==> src/sv/dpba_pkg.sv <==
// Package for the depth pair beta angle block: widths, CORDIC constants,
// arctangent table and register map. No dependencies.
package dpba_pkg;
  localparam int DepthW = 20;
  localparam int AlphaW = 17;
  localparam int BetaW = 18;
  localparam int Steps = 30;
  localparam int ZW = 34;
  localparam int SCW = 32;
  localparam int XW = 54;
  localparam logic [AlphaW-1:0] AlphaTop = 17'd102943;
  localparam logic signed [SCW-1:0] GainQ30 = 32'sd652032874;
  localparam logic signed [SCW-1:0] OneQ30 = 32'sd1073741824;
  localparam logic [DepthW-1:0] MinDepthReset = 20'd4;
  localparam int PaddrW = 2;
  localparam logic [PaddrW-1:0] AddrMinDepth = 2'd0;

  function automatic logic signed [ZW-1:0] atan_q30(input int i);
    logic signed [ZW-1:0] v;
    unique case (i)
      0: v = 34'sd843314856;  1: v = 34'sd497837829;
      2: v = 34'sd263043836;  3: v = 34'sd133525158;
      4: v = 34'sd67021686;   5: v = 34'sd33543515;
      6: v = 34'sd16775850;   7: v = 34'sd8388437;
      8: v = 34'sd4194282;    9: v = 34'sd2097149;
      10: v = 34'sd1048575;   11: v = 34'sd524287;
      12: v = 34'sd262143;    13: v = 34'sd131071;
      14: v = 34'sd65535;     15: v = 34'sd32767;
      16: v = 34'sd16383;     17: v = 34'sd8191;
      18: v = 34'sd4095;      19: v = 34'sd2047;
      20: v = 34'sd1023;      21: v = 34'sd511;
      22: v = 34'sd255;       23: v = 34'sd127;
      24: v = 34'sd63;        25: v = 34'sd31;
      26: v = 34'sd15;        27: v = 34'sd7;
      28: v = 34'sd3;         29: v = 34'sd1;
      default: v = '0;
    endcase
    return v;
  endfunction
endpackage

==> src/sv/dpba_rot_stage.sv <==
// One rotation-mode CORDIC step with its register, for sin and cos of alpha.
// Depends on dpba_pkg.
module dpba_rot_stage #(
  parameter int Step = 0
) (
  input  logic clk,
  input  logic en,
  input  logic signed [dpba_pkg::SCW-1:0] x_i,
  input  logic signed [dpba_pkg::SCW-1:0] y_i,
  input  logic signed [dpba_pkg::ZW-1:0] z_i,
  output logic signed [dpba_pkg::SCW-1:0] x_o,
  output logic signed [dpba_pkg::SCW-1:0] y_o,
  output logic signed [dpba_pkg::ZW-1:0] z_o
);
  import dpba_pkg::*;
  logic signed [SCW-1:0] x_nxt, y_nxt;
  logic signed [ZW-1:0] z_nxt;
  always_comb begin
    if (!z_i[ZW-1]) begin
      x_nxt = x_i - (y_i >>> Step);
      y_nxt = y_i + (x_i >>> Step);
      z_nxt = z_i - atan_q30(Step);
    end else begin
      x_nxt = x_i + (y_i >>> Step);
      y_nxt = y_i - (x_i >>> Step);
      z_nxt = z_i + atan_q30(Step);
    end
  end
  always_ff @(posedge clk) begin
    if (en) begin
      x_o <= x_nxt;
      y_o <= y_nxt;
      z_o <= z_nxt;
    end
  end
endmodule

==> config.mk <==
export PLATFORM = sky130hd
export DESIGN_NAME = dpba_rot_stage
export DESIGN_NICKNAME = d
export VERILOG_FILES = /design/src/sv/dpba_pkg.sv /design/src/sv/dpba_rot_stage.sv
export SDC_FILE = /design/constraint.sdc
export NUM_CORES = 1
export LEC_CHECK = 0
export ABC_AREA = 1
export BUFFER_PORTS_ARGS = -buffer_cell sky130_fd_sc_hd__buf_2
export CORE_UTILIZATION = 40
export CTS_CLUSTER_SIZE = 24
export DETAILED_ROUTE_END_ITERATION = 8
export PLACE_DENSITY = 0.66
export SETUP_SLACK_MARGIN = 0.5
export SYNTH_ARGS = -nofsm -noshare
export SYNTH_HDL_FRONTEND = slang
export SYNTH_SLANG_ARGS = --single-unit
==> constraint.sdc <==
create_clock -name clk -period 2.5 [get_ports clk]
set_clock_uncertainty 0.15 [all_clocks]
set_input_delay 0.5 -clock clk [delete_from_list [all_inputs] [get_ports clk]]
set_output_delay 0.5 -clock clk [all_outputs]
set_load 0.02 [all_outputs]
==> load_flow_metrics.sql <==
INSERT INTO impl_metrics (metric_group, metric, value, unit) VALUES
('floorplan', 'dieHeight', '177', 'microns'),
('synth', 'yosys.area_share.xor_xnor', '3.01', '%'),
('detailed_routing', 'wl_per_cell', '17.5', 'microns'),
('floorplan', 'placement_rows', '63', ''),
('placed_design', 'place_ws', '-230', 'ps'),
('setup_path', 'crit_buf_inv', '1', ''),
('outcome', 'outcome', 'finished clean', ''),
('cts', 'clock_tree_from_tritoncts', 'yes', ''),
('detailed_routing', 'detailedRoute.firstPassIterationCount', '5', ''),
('synth', 'synth_simple_gate_area_share', '35.9', '%'),
('setup_path', 'slowest_delay', '320', 'ps'),
('synth', 'synth_fp_nets', '2160', ''),
('placed_design', 'numPortBuffers', '197', ''),
('synth', 'synth.yosys.seq_area_share', '23.8', '%'),
('final_layout', 'antenna-diode-count', '0', ''),
('setup_path', 'cp_cell_sequence', 'buf_6, ha_4, nand2_1, nand2_1, a21oi_1, nor2_1, nor2_2, nand3_1, xor2_1, nand2_1, nand2_1', ''),
('floorplan', 'die_width', '177', 'microns'),
('global_routing', 'pin_count_of_the_biggest_net_entering_global_routing', '44', ''),
('timing', 'tightestPinTransition', '594', 'ps'),
('detailed_routing', 'viasPerCell', '5.23', ''),
('hold_path', 'hp-class', 'input port to flip-flop', ''),
('timing', 'rsz_0062_raised_after_global_routing', 'true', ''),
('power', 'p_leak', '9.63', 'nW'),
('global_routing', 'wire_length_of_the_first_global_routing_pass', '73400', 'microns'),
('synth', 'yosysUniqueCellTypes', '44', ''),
('final_layout', 'design.final.nets', '2626', ''),
('cts', 'ctsHtreeMaxLevel', '3', ''),
('setup_path', 'critical_path.max_fanout', '8', ''),
('synth', 'netlist.top_cell.by_area', 'edfxtp_1', ''),
('global_routing', 'antenna_found_initial', '0', ''),
('cts', 'cts-buffers-inserted', '9', ''),
('final_layout', 'mostFrequentLayoutCells', 'nand2_1, buf_4, inv_1, buf_2, nand2_2', ''),
('floorplan', 'start_util', '40.9', '%'),
('placed_design', 'place.detailed.instances', '2687', ''),
('power', 'ir_drop', '0.000363', 'V'),
('timing', 'timing.final.ws_setup', '392', 'ps'),
('power', 'pwr_density_cell', '436', 'nW/um^2'),
('setup_path', 'cp-end-kind', 'flip-flop', ''),
('timing', 'upper_clock_frequency_limit', '474', 'MHz'),
('synth', 'yosysWarningCount', '0', ''),
('synth', 'ys_dominant_reg_cell', 'edfxtp_1', ''),
('synth', 'avgSynthCellArea', '6.35', 'sq um'),
('synth', 'synth_area_leaders', 'edfxtp_1, nand2_1, ha_1', ''),
('job', 'max_cap_violations', '0', ''),
('timing', 'timing.final.crit_share', '84.3', '%'),
('synth', 'postSynthRegisterBits', '97', ''),
('cts', 'cts.sinks', '97', ''),
('cts', 'path_clk_slew', '70', 'ps'),
('floorplan', 'boundaryPins', '198', ''),
('setup_path', 'timing.critical_path.mode_cell', 'nand2_1', ''),
('synth', 'combinational_family_with_the_most_area_after_synthesis', 'simple AND/OR/NAND/NOR gates', ''),
('timing', 'drv_slew', '0', ''),
('detailed_routing', 'routed_wirelength', '48600', 'microns'),
('synth', 'post_synth_mux_area_share', '0.0818', '%'),
('cts', 'cts_hold_repair.buffers', '0', ''),
('setup_path', 'setup.worst_path.class', 'input port to flip-flop', ''),
('synth', 'synth_compound_gate_area_share', '10.8', '%'),
('cts', 'cts.root.buffer_cell', 'clkbuf_16', ''),
('detailed_routing', 'route.vias.total', '14600', ''),
('detailed_routing', 'drc', '0', ''),
('setup_path', 'crit_slowest_cell', 'ha_4', ''),
('placed_design', 'gp_routability_congestion', '0.951', ''),
('cts', 'cts.path.max_buffers', '2', ''),
('synth', 'asyncSetResetFlopFracSynth', '0', '%'),
('synth', 'synth_adder_area_share', '13.9', '%'),
('synth', 'synthCells', '1926', ''),
('final_layout', 'instances_no_fill', '2787', ''),
('global_routing', 'globalRouteTotalUtil', '30.3', '%'),
('global_routing', 'globalRouteOverflowTotal', '0', ''),
('detailed_routing', 'drtAntennaViolNets', '0', ''),
('timing', 'timing.max_slew.rel_slack', '60.4', '%');
==> cells by family after synthesis <==
kind of cell	Yosys count
simple gates	1041
buf+inv	372
compound gates	239
fa+ha+maj	134
flops	97
xor+xnor	42
mux	1
==> Yosys cell counts, types with 2 or more instances <==
master	n
or2_2	2
ha_1	131
a21o_1	2
a31oi_1	5
edfxtp_1	97
buf_2	8
clkbuf_1	8
o21bai_1	19
a21oi_2	5
nor2_4	2
xnor2_1	6
xor2_1	36
nor3_1	14
nor2_1	167
nand4_1	28
and2_1	7
a21oi_1	107
nand3_2	3
nand2_2	15
o211ai_1	3
o21ai_0	66
a21boi_0	2
nand2_1	614
nand2_4	3
fa_1	3
nand3_1	166
clkinv_1	2
inv_1	320
buf_6	8
nor2_2	12
nor3_2	4
o21ai_1	12
o22ai_1	10
o21a_1	5
inv_2	8
buf_4	17
o21ai_2	2
==> path summary, 6_finish.rpt <==
check	to	start	cells after the start
worst min-delay path	z_o[0]	z_i[0]	1
worst max-delay path	y_o[17]	y_i[10]	11
==> routing by layer <==
| layer | track usage (%) | wire length (microns) |
|---|---|---|
| met1 | 37.9 | 20700 |
| met2 | 52.8 | 23600 |
| met3 | 3.48 | 2660 |
| met4 | 11.5 | 1640 |
| met5 | 0 | 0 |
==> repair_timing <==
action                     4_1_cts  5_1_grt
setup endpoints to repair       80       71
buffers inserted                51       32
cloned                           1        0
pin swaps                      140      162
resized for setup              296      335
==> metrics by stage <==
| step | TNS [ps] | cell area [sq um] | utilization (%) |
|---|---|---|---|
| floorplan | 0 | 13700 | - |
| global placement | -3280 | 16400 | 54.9 |
| detailed placement | -4650 | 16400 | 54.9 |
| CTS | 0 | 18200 | 61.0 |
| global route | 0 | 19800 | 66.1 |
| finish | 0 | 19800 | 66.1 |
==> area by class of cell <==
class	count	area, sq um
clock buffers	9	225
clock inverters	7	92.6
fillers	2540	10100
inverters	330	1370
multi-input cells	1457	11100
flip-flops and latches	97	2910
well taps	390	488
repair buffers	496	3590
repair inverters	1	8.76
==> flip-flops by register name, indices dropped and copies added, names as in the netlist <==
signal	flops
z_o	34
y_o	32
x_o	31
==> power by group <==
group          switching [mW]  total, mW  internal [mW]  leakage, nW
registers              0.0853       2.19           2.10        0.948
logic                    2.86       4.81           1.95         8.53
clock network           0.728       1.61          0.879        0.151
total                    3.67       8.61           4.94         9.63
Note: power is estimated with default switching activity, not from simulation.
