`src/sv/dpba_pkg.sv`:
```
// Package for the depth pair beta angle block: widths, CORDIC constants,
// arctangent table and register map. No dependencies.
package dpba_pkg;
  localparam int DepthW = 20;
  localparam int AlphaW = 17;
  localparam int BetaW = 18;
  localparam int Steps = 30;
  localparam int ZW = 34;
  localparam int SCW = 32;
  localparam int XW = 54;
  localparam logic [AlphaW-1:0] AlphaTop = 17'd102943;
  localparam logic signed [SCW-1:0] GainQ30 = 32'sd652032874;
  localparam logic signed [SCW-1:0] OneQ30 = 32'sd1073741824;
  localparam logic [DepthW-1:0] MinDepthReset = 20'd4;
  localparam int PaddrW = 2;
  localparam logic [PaddrW-1:0] AddrMinDepth = 2'd0;

  function automatic logic signed [ZW-1:0] atan_q30(input int i);
    logic signed [ZW-1:0] v;
    unique case (i)
      0: v = 34'sd843314856;  1: v = 34'sd497837829;
      2: v = 34'sd263043836;  3: v = 34'sd133525158;
      4: v = 34'sd67021686;   5: v = 34'sd33543515;
      6: v = 34'sd16775850;   7: v = 34'sd8388437;
      8: v = 34'sd4194282;    9: v = 34'sd2097149;
      10: v = 34'sd1048575;   11: v = 34'sd524287;
      12: v = 34'sd262143;    13: v = 34'sd131071;
      14: v = 34'sd65535;     15: v = 34'sd32767;
      16: v = 34'sd16383;     17: v = 34'sd8191;
      18: v = 34'sd4095;      19: v = 34'sd2047;
      20: v = 34'sd1023;      21: v = 34'sd511;
      22: v = 34'sd255;       23: v = 34'sd127;
      24: v = 34'sd63;        25: v = 34'sd31;
      26: v = 34'sd15;        27: v = 34'sd7;
      28: v = 34'sd3;         29: v = 34'sd1;
      default: v = '0;
    endcase
    return v;
  endfunction
endpackage

```
`src/sv/dpba_vec_stage.sv`:
```
// One vectoring-mode CORDIC step with its register, for the beta angle.
// Depends on dpba_pkg.
module dpba_vec_stage #(
  parameter int Step = 0
) (
  input  logic clk,
  input  logic en,
  input  logic signed [dpba_pkg::XW-1:0] x_i,
  input  logic signed [dpba_pkg::XW-1:0] y_i,
  input  logic signed [dpba_pkg::ZW-1:0] z_i,
  output logic signed [dpba_pkg::XW-1:0] x_o,
  output logic signed [dpba_pkg::XW-1:0] y_o,
  output logic signed [dpba_pkg::ZW-1:0] z_o
);
  import dpba_pkg::*;
  logic signed [XW-1:0] x_nxt, y_nxt;
  logic signed [ZW-1:0] z_nxt;
  always_comb begin
    if (!y_i[XW-1]) begin
      x_nxt = x_i + (y_i >>> Step);
      y_nxt = y_i - (x_i >>> Step);
      z_nxt = z_i + atan_q30(Step);
    end else begin
      x_nxt = x_i - (y_i >>> Step);
      y_nxt = y_i + (x_i >>> Step);
      z_nxt = z_i - atan_q30(Step);
    end
  end
  always_ff @(posedge clk) begin
    if (en) begin
      x_o <= x_nxt;
      y_o <= y_nxt;
      z_o <= z_nxt;
    end
  end
endmodule

```
`config.mk`:
```
export PLATFORM = sky130hd
export DESIGN_NAME = dpba_vec_stage
export DESIGN_NICKNAME = d
export VERILOG_FILES = /design/src/sv/dpba_pkg.sv /design/src/sv/dpba_vec_stage.sv
export SDC_FILE = /design/constraint.sdc
export NUM_CORES = 1
export LEC_CHECK = 0
export BUFFER_PORTS_ARGS = -buffer_cell sky130_fd_sc_hd__clkbuf_2
export CORE_UTILIZATION = 60
export DETAILED_ROUTE_END_ITERATION = 8
export PLACE_DENSITY = 0.85
export REMOVE_ABC_BUFFERS = 1
export SYNTH_ARGS = -nofsm -noshare
export SYNTH_HDL_FRONTEND = slang
export SYNTH_SLANG_ARGS = --single-unit
export TNS_END_PERCENT = 30
```
`constraint.sdc`:
```
create_clock -name clk -period 11.15 [get_ports clk]
set_input_delay 2.23 -clock clk [delete_from_list [all_inputs] [get_ports clk]]
set_output_delay 2.23 -clock clk [all_outputs]
set_load 0.01 [all_outputs]
```
==> run_results.csv, run 1 <==
group,metric,value,unit
power,power_density,130,mW/mm2
clock_network,cts_resized,0,
setup_path,crit_path_end_kind,"flip-flop",
logic_synthesis,synthArstFlopShare,0,
power,ir_drop,0.101,mV
worst_hold_path,hold_path.class,"primary input to flip-flop",
flow_run,drv_cap,0,
power,power_leakage,7.80,nW
sta,hold_viol,0,
setup_path,cp-start-kind,"primary input",
detailed_routing,routed_wl,51.9,mm
clock_network,postCtsHoldBufs,0,
logic_synthesis,synthMuxAreaShare,0.0191,
clock_network,cts_root_buf,"clkbuf_16",
logic_synthesis,ys_warn_count,0,
sta,worst_pin_slew,0.986,ns
detailed_routing,drt_first_iter_violations,2210,
clock_network,htree_levels,4,
clock_network,clockBufferDepth,2,
detailed_routing,viasPerCell,6.47,
clock_network,cts_tree,"done",
placed_design,port_buffers,285,
layout,final_common_cell,"clkbuf_2",
logic_synthesis,synth_edf_count,141,
detailed_routing,ant_nets,0,
layout,mostFrequentLayoutCells,"283 x clkbuf_2, 243 x a21oi_1, 188 x ha_1",
logic_synthesis,post_synth_xor_area_fraction,0.0759,
clock_network,clock-sinks,141,
logic_synthesis,synth_top_flop_cell,"edfxtp_1",
logic_synthesis,netlist_instances,1837,
logic_synthesis,synthesis.area,0.0152,mm2
global_routing,grt_pass1_vias,14800,
detailed_routing,wl_per_cell,21.6,um
clock_network,post_cts_buffers,0,
setup_path,crit_chain,"buf_4 > inv_2 > buf_4 > ha_1 > a21o_1 > a21oi_1 > nand2_1 > nand2_1 > a31oi_1 > o31a_1 > a31oi_1 > o21ai_1 > a211o_1 > o21ai_1 > xnor2_1",
logic_synthesis,synthAdderAreaFrac,0.160,
setup_path,slowest_delay,0.65,ns
setup_path,crit_required,11.34,ns
logic_synthesis,yosys.area_share.simple,0.138,
logic_synthesis,synth.distinct_cells,79,
floorplan,rows,57,
global_routing,antenna_found_initial,0,
global_routing,gr-total-overflow,0,
detailed_routing,drc,0,
layout,drive_gt1_frac,0.168,
sta,finalCritPeriodShare,0.538,
logic_synthesis,synth_seq_cells,141,
global_routing,grt_max_degree,80,
placed_design,place.gp.congestion,1.04,
logic_synthesis,synth.area.top_cells,"edfxtp_1 28%, ha_1 15%, a21oi_1 8.0%",
global_routing,gr-usage-all-layers,0.395,
floorplan,coreArea,0.0246,mm2
sta,finalCriticalPeriod,6.00,ns
placed_design,hpwl,41.4,mm
logic_synthesis,yosysTopAreaCell,"edfxtp_1",
setup_path,crit_slowest_cell,"buf_4",
layout,nets,2403,
floorplan,die_h,161,um
logic_synthesis,syn_avg_cell_area,8.29,um2
logic_synthesis,synth_top_family_by_area,"compound AO/OA/AOI/OAI gates",
clock_network,path_clk_slew,0.07,ns
layout,antenna_cells,0,
floorplan,dieWidth,161,um
sta,maxSlewHeadroom,0.343,
detailed_routing,vias,15600,
setup_path,path_max_fanout,44,
logic_synthesis,synth_top_area_frac,0.278,
floorplan,io_pins,286,
sta,slew_violations,0,
run_status,status,"complete, no violations",
layout,syn_to_final_growth,14.3,%
sta,hold_ws,1.97,ns
sta,finalSetupViolCount,0,
clock_network,cts_made_buffers,17,
setup_path,worstPathArrival,6.19,ns
sta,setup-tns-final,0,ns
floorplan,die-area,0.0260,mm2
logic_synthesis,ys_seq_area_frac,0.278,
floorplan,initial_core_util,0.619,
detailed_routing,first_pass_iters,8,
sta,max_freq,167,MHz
setup_path,path_class,"primary input to flip-flop",
global_routing,grt_pass1_wl,79.8,mm
sta,grt_setup_unrepaired,"false",
logic_synthesis,synth_compound_area_frac,0.266,
-- metal layers --
layer | vias to the layer above | routed length [um] | GRT usage
met5 | - | 0 | 0
met4 | 0 | 2330 | 0.173
met3 | 162 | 5300 | 0.0724
met2 | 1032 | 23200 | 0.636
met1 | 7286 | 21000 | 0.517
li1 | 7082 | - | -
-- report_power, final --
part	internal (mW)	switching, mW	leakage, nW
logic	0.318	0.564	6.10
clock network	0.366	0.277	0.316
registers	0.707	0.0316	1.38
total	1.39	0.873	7.80
-- worst max-delay path, delay by kind of cell --
kind / cells / cell delay [ns]
AO/OA/AOI/OAI: 8 / 1.75
AND/OR/NAND/NOR: 2 / 0.21
buffers and inverters: 3 / 1.47
XOR/XNOR: 1 / 0.09
adder cells (fa/ha/maj): 1 / 0.39
-- through the flow --
step                      area, um2  setup WS, ns  std cells   util  power [mW]
after floorplan               14900          5.17       1759      -        1.27
after global placement        16800          5.02       2372  0.681        1.59
after detailed placement      16800          4.87       2372  0.681        1.60
after CTS                     17400          5.27       2404  0.708        2.24
after global routing          17400          4.99       2404  0.708        2.35
final                         17400          5.15       2404  0.708        2.26
-- Yosys cell counts, types with 15 or more instances --
library cell	number
a21oi_1	243
ha_1	188
inv_1	161
nor2_1	154
edfxtp_1	141
o21ai_0	131
xnor2_1	110
nand2_1	102
o21bai_1	53
clkbuf_1	40
a21o_1	39
nor3_1	33
nand3_1	30
mux2i_1	29
o21a_1	28
nand4_1	27
nor2b_1	22
xor2_1	22
nand2b_1	20
o31ai_1	19
a31oi_1	18
buf_2	18
buf_1	16
a211oi_1	15
-- registers in the layout, indices dropped and copies added, names as in the netlist --
name,flops
x_o,54
y_o,53
z_o,34
-- worst paths after layout --
kind	startpoint	slack [ns]	cells past startpoint	to
setup / recovery	y_i[53]	5.15	15	z_o[29]$_DFFE_PP_
hold / removal	z_i[0]	1.97	1	z_o[0]$_DFFE_PP_
-- final cells by class --
cell class,count,area [um2]
multi-input combinational,1451,10000
clock buffer,17,425
inverter,167,627
clock inverter,15,215
tap,324,405
fill,1977,7200
timing repair buffer,289,1470
sequential,141,4230
-- kinds of logic (layout without fill, tap and decap cells) --
| logic type | count (synthesis) | in the layout |
|---|---|---|
| simple gates | 446 | 446 |
| fa+ha+maj | 192 | 192 |
| compound gates | 652 | 652 |
| buf+inv | 245 | 488 |
| flops | 141 | 141 |
| xor+xnor | 132 | 132 |
| mux | 29 | 29 |
Note: power is estimated with default switching activity, not from simulation.
==> run 2: changes to the inputs <==
Settings changed: CORE_UTILIZATION 60 to 58, PLACE_DENSITY 0.85 to 0.83.
Clock period 11.15 ns to 5.7 ns, I/O delays scaled along.
==> run_results.csv, run 2 (synthesis results as in run 1) <==
group,metric,value,unit
global_routing,gr-total-overflow,0,
clock_network,path_clk_slew,0.07,ns
sta,finalCritPeriodShare,0.821,
placed_design,place.gp.congestion,1.06,
floorplan,die_h,164,um
clock_network,cts_root_buf,"clkbuf_16",
setup_path,crit_path_start,"x_i[5]",
floorplan,dieWidth,164,um
detailed_routing,ant_nets,0,
detailed_routing,vias,15400,
global_routing,antenna_found_initial,1,
floorplan,coreArea,0.0255,mm2
floorplan,initial_core_util,0.598,
clock_network,cts_made_buffers,17,
setup_path,crit_chain,"clkbuf_2 > inv_1 > ha_1 > nand3_1 > a21boi_0 > or4_1 > a21boi_1 > a2111oi_1 > o21bai_1 > o211ai_1 > nor2b_1 > o22ai_1 > xnor2_1",
detailed_routing,viasPerCell,6.38,
sta,hold_viol,0,
worst_hold_path,hold_path.class,"primary input to flip-flop",
detailed_routing,routed_wl,52.6,mm
clock_network,htree_levels,4,
sta,finalSetupViolCount,0,
power,ir_drop,0.200,mV
setup_path,crit_slowest_cell,"a2111oi_1",
setup_path,crit_path_end_kind,"flip-flop",
layout,drive_gt1_frac,0.173,
placed_design,place_ws,0.800,ns
placed_design,port_buffers,285,
clock_network,postCtsHoldBufs,0,
layout,syn_to_final_growth,14.6,%
sta,setup-tns-final,0,ns
global_routing,gr-usage-all-layers,0.383,
sta,grt_setup_unrepaired,"false",
detailed_routing,wl_per_cell,21.7,um
sta,hold_ws,0.889,ns
layout,antenna_cells,0,
detailed_routing,drt_first_iter_violations,2054,
placed_design,hpwl,42.0,mm
global_routing,grt_pass1_wl,79.4,mm
sta,maxSlewHeadroom,0.346,
detailed_routing,first_pass_iters,7,
global_routing,grt_max_degree,128,
layout,final_common_cell,"clkbuf_2",
setup_path,slowest_delay,0.70,ns
sta,slew_violations,0,
layout,nFillCells,2185,
layout,multiInputGateArea,0.0100,mm2
clock_network,post_cts_buffers,0,
layout,largest_reg_flops,54,
detailed_routing,drc,0,
power,power_density,247,mW/mm2
layout,reg.largest.list,"x_o (54), y_o (53), z_o (34)",
sta,worst_pin_slew,0.980,ns
run_status,status,"complete, no violations",
setup_path,path_class,"primary input to flip-flop",
global_routing,grt_pass1_vias,14700,
sta,finalCriticalPeriod,4.68,ns
sta,fin_ws,1.02,ns
clock_network,cts_tree,"done",
setup_path,cp-start-kind,"primary input",
floorplan,io_pins,286,
layout,regMostFlops,"x_o",
layout,mostFrequentLayoutCells,"283 x clkbuf_2, 243 x a21oi_1, 188 x ha_1",
sta,max_freq,214,MHz
setup_path,cp-endpoint,"x_o[53]$_DFFE_PP_",
power,power_leakage,7.83,nW
floorplan,rows,58,
clock_network,clockBufferDepth,2,
setup_path,crit_required,5.88,ns
clock_network,cts_resized,0,
flow_run,drv_cap,0,
floorplan,die-area,0.0269,mm2
clock_network,clock-sinks,141,
layout,final_util,0.685,
layout,seq_area,0.00423,mm2
setup_path,worstPathArrival,4.86,ns
layout,nets,2416,
setup_path,path_max_fanout,12,
-- run 2: cell count changes in the layout (fill, tap and decap cells not counted) --
cell        previous run  this run
buf_4                  5        17
clkinvlp_4             0         1
buf_12                 0         1
bufinv_16              3         0
inv_8                  5         4
clkinv_2               0         1
inv_6                  5         6
clkinv_4               1         2
-- run 2: cell type report --
type / instances / area share
inverter: 167 / 0.0359
sequential: 141 / 0.243
clock inverter: 15 / 0.00824
multi-input combinational: 1451 / 0.575
clock buffer: 17 / 0.0244
timing repair buffer: 302 / 0.0903
tap: 330 / 0.0237
-- run 2: critical path, delay by kind of cell --
family	cells	cell delay (ns)
buffers and inverters	2	0.17
adder cells (fa/ha/maj)	1	0.52
AO/OA/AOI/OAI	6	2.22
XOR/XNOR	1	0.15
AND/OR/NAND/NOR	3	0.66
-- run 2: metrics by stage --
step	power, mW	std cells	cell area (um2)
after CTS	4.27	2423	17500
after floorplan	2.49	1759	14900
final	4.31	2423	17500
after global routing	4.49	2423	17500
after detailed placement	3.15	2391	16900
after global placement	3.13	2391	16900
-- run 2: worst min-delay path by stage --
| stage | start | cells after the start | endpoint |
|---|---|---|---|
| 2_1_floorplan | z_i[0] | 0 | z_o[0]$_DFFE_PP_ |
| 4_1_cts | z_i[1] | 1 | z_o[1]$_DFFE_PP_ |
| 6_report | z_i[1] | 1 | z_o[1]$_DFFE_PP_ |
| 3_5_place_dp | z_i[1] | 1 | z_o[1]$_DFFE_PP_ |
| 5_1_grt | z_i[1] | 1 | z_o[1]$_DFFE_PP_ |
| 3_3_place_gp | z_i[0] | 1 | z_o[0]$_DFFE_PP_ |
-- run 2: where the power goes --
part           switching [mW]  internal [mW]  leakage (nW)
clock                   0.543          0.582         0.280
combinational            1.11          0.634          6.17
sequential             0.0588           1.38          1.38
total                    1.71           2.60          7.83
-- run 2: layer usage --
metal  global-route usage  vias up  part of all wire
met3               0.0679      138             0.099
met1                0.509     7246              0.41
met2                0.613      953              0.45
met4                0.161        0             0.041
met5                    0        -                 0
li1                     -     7111                 -
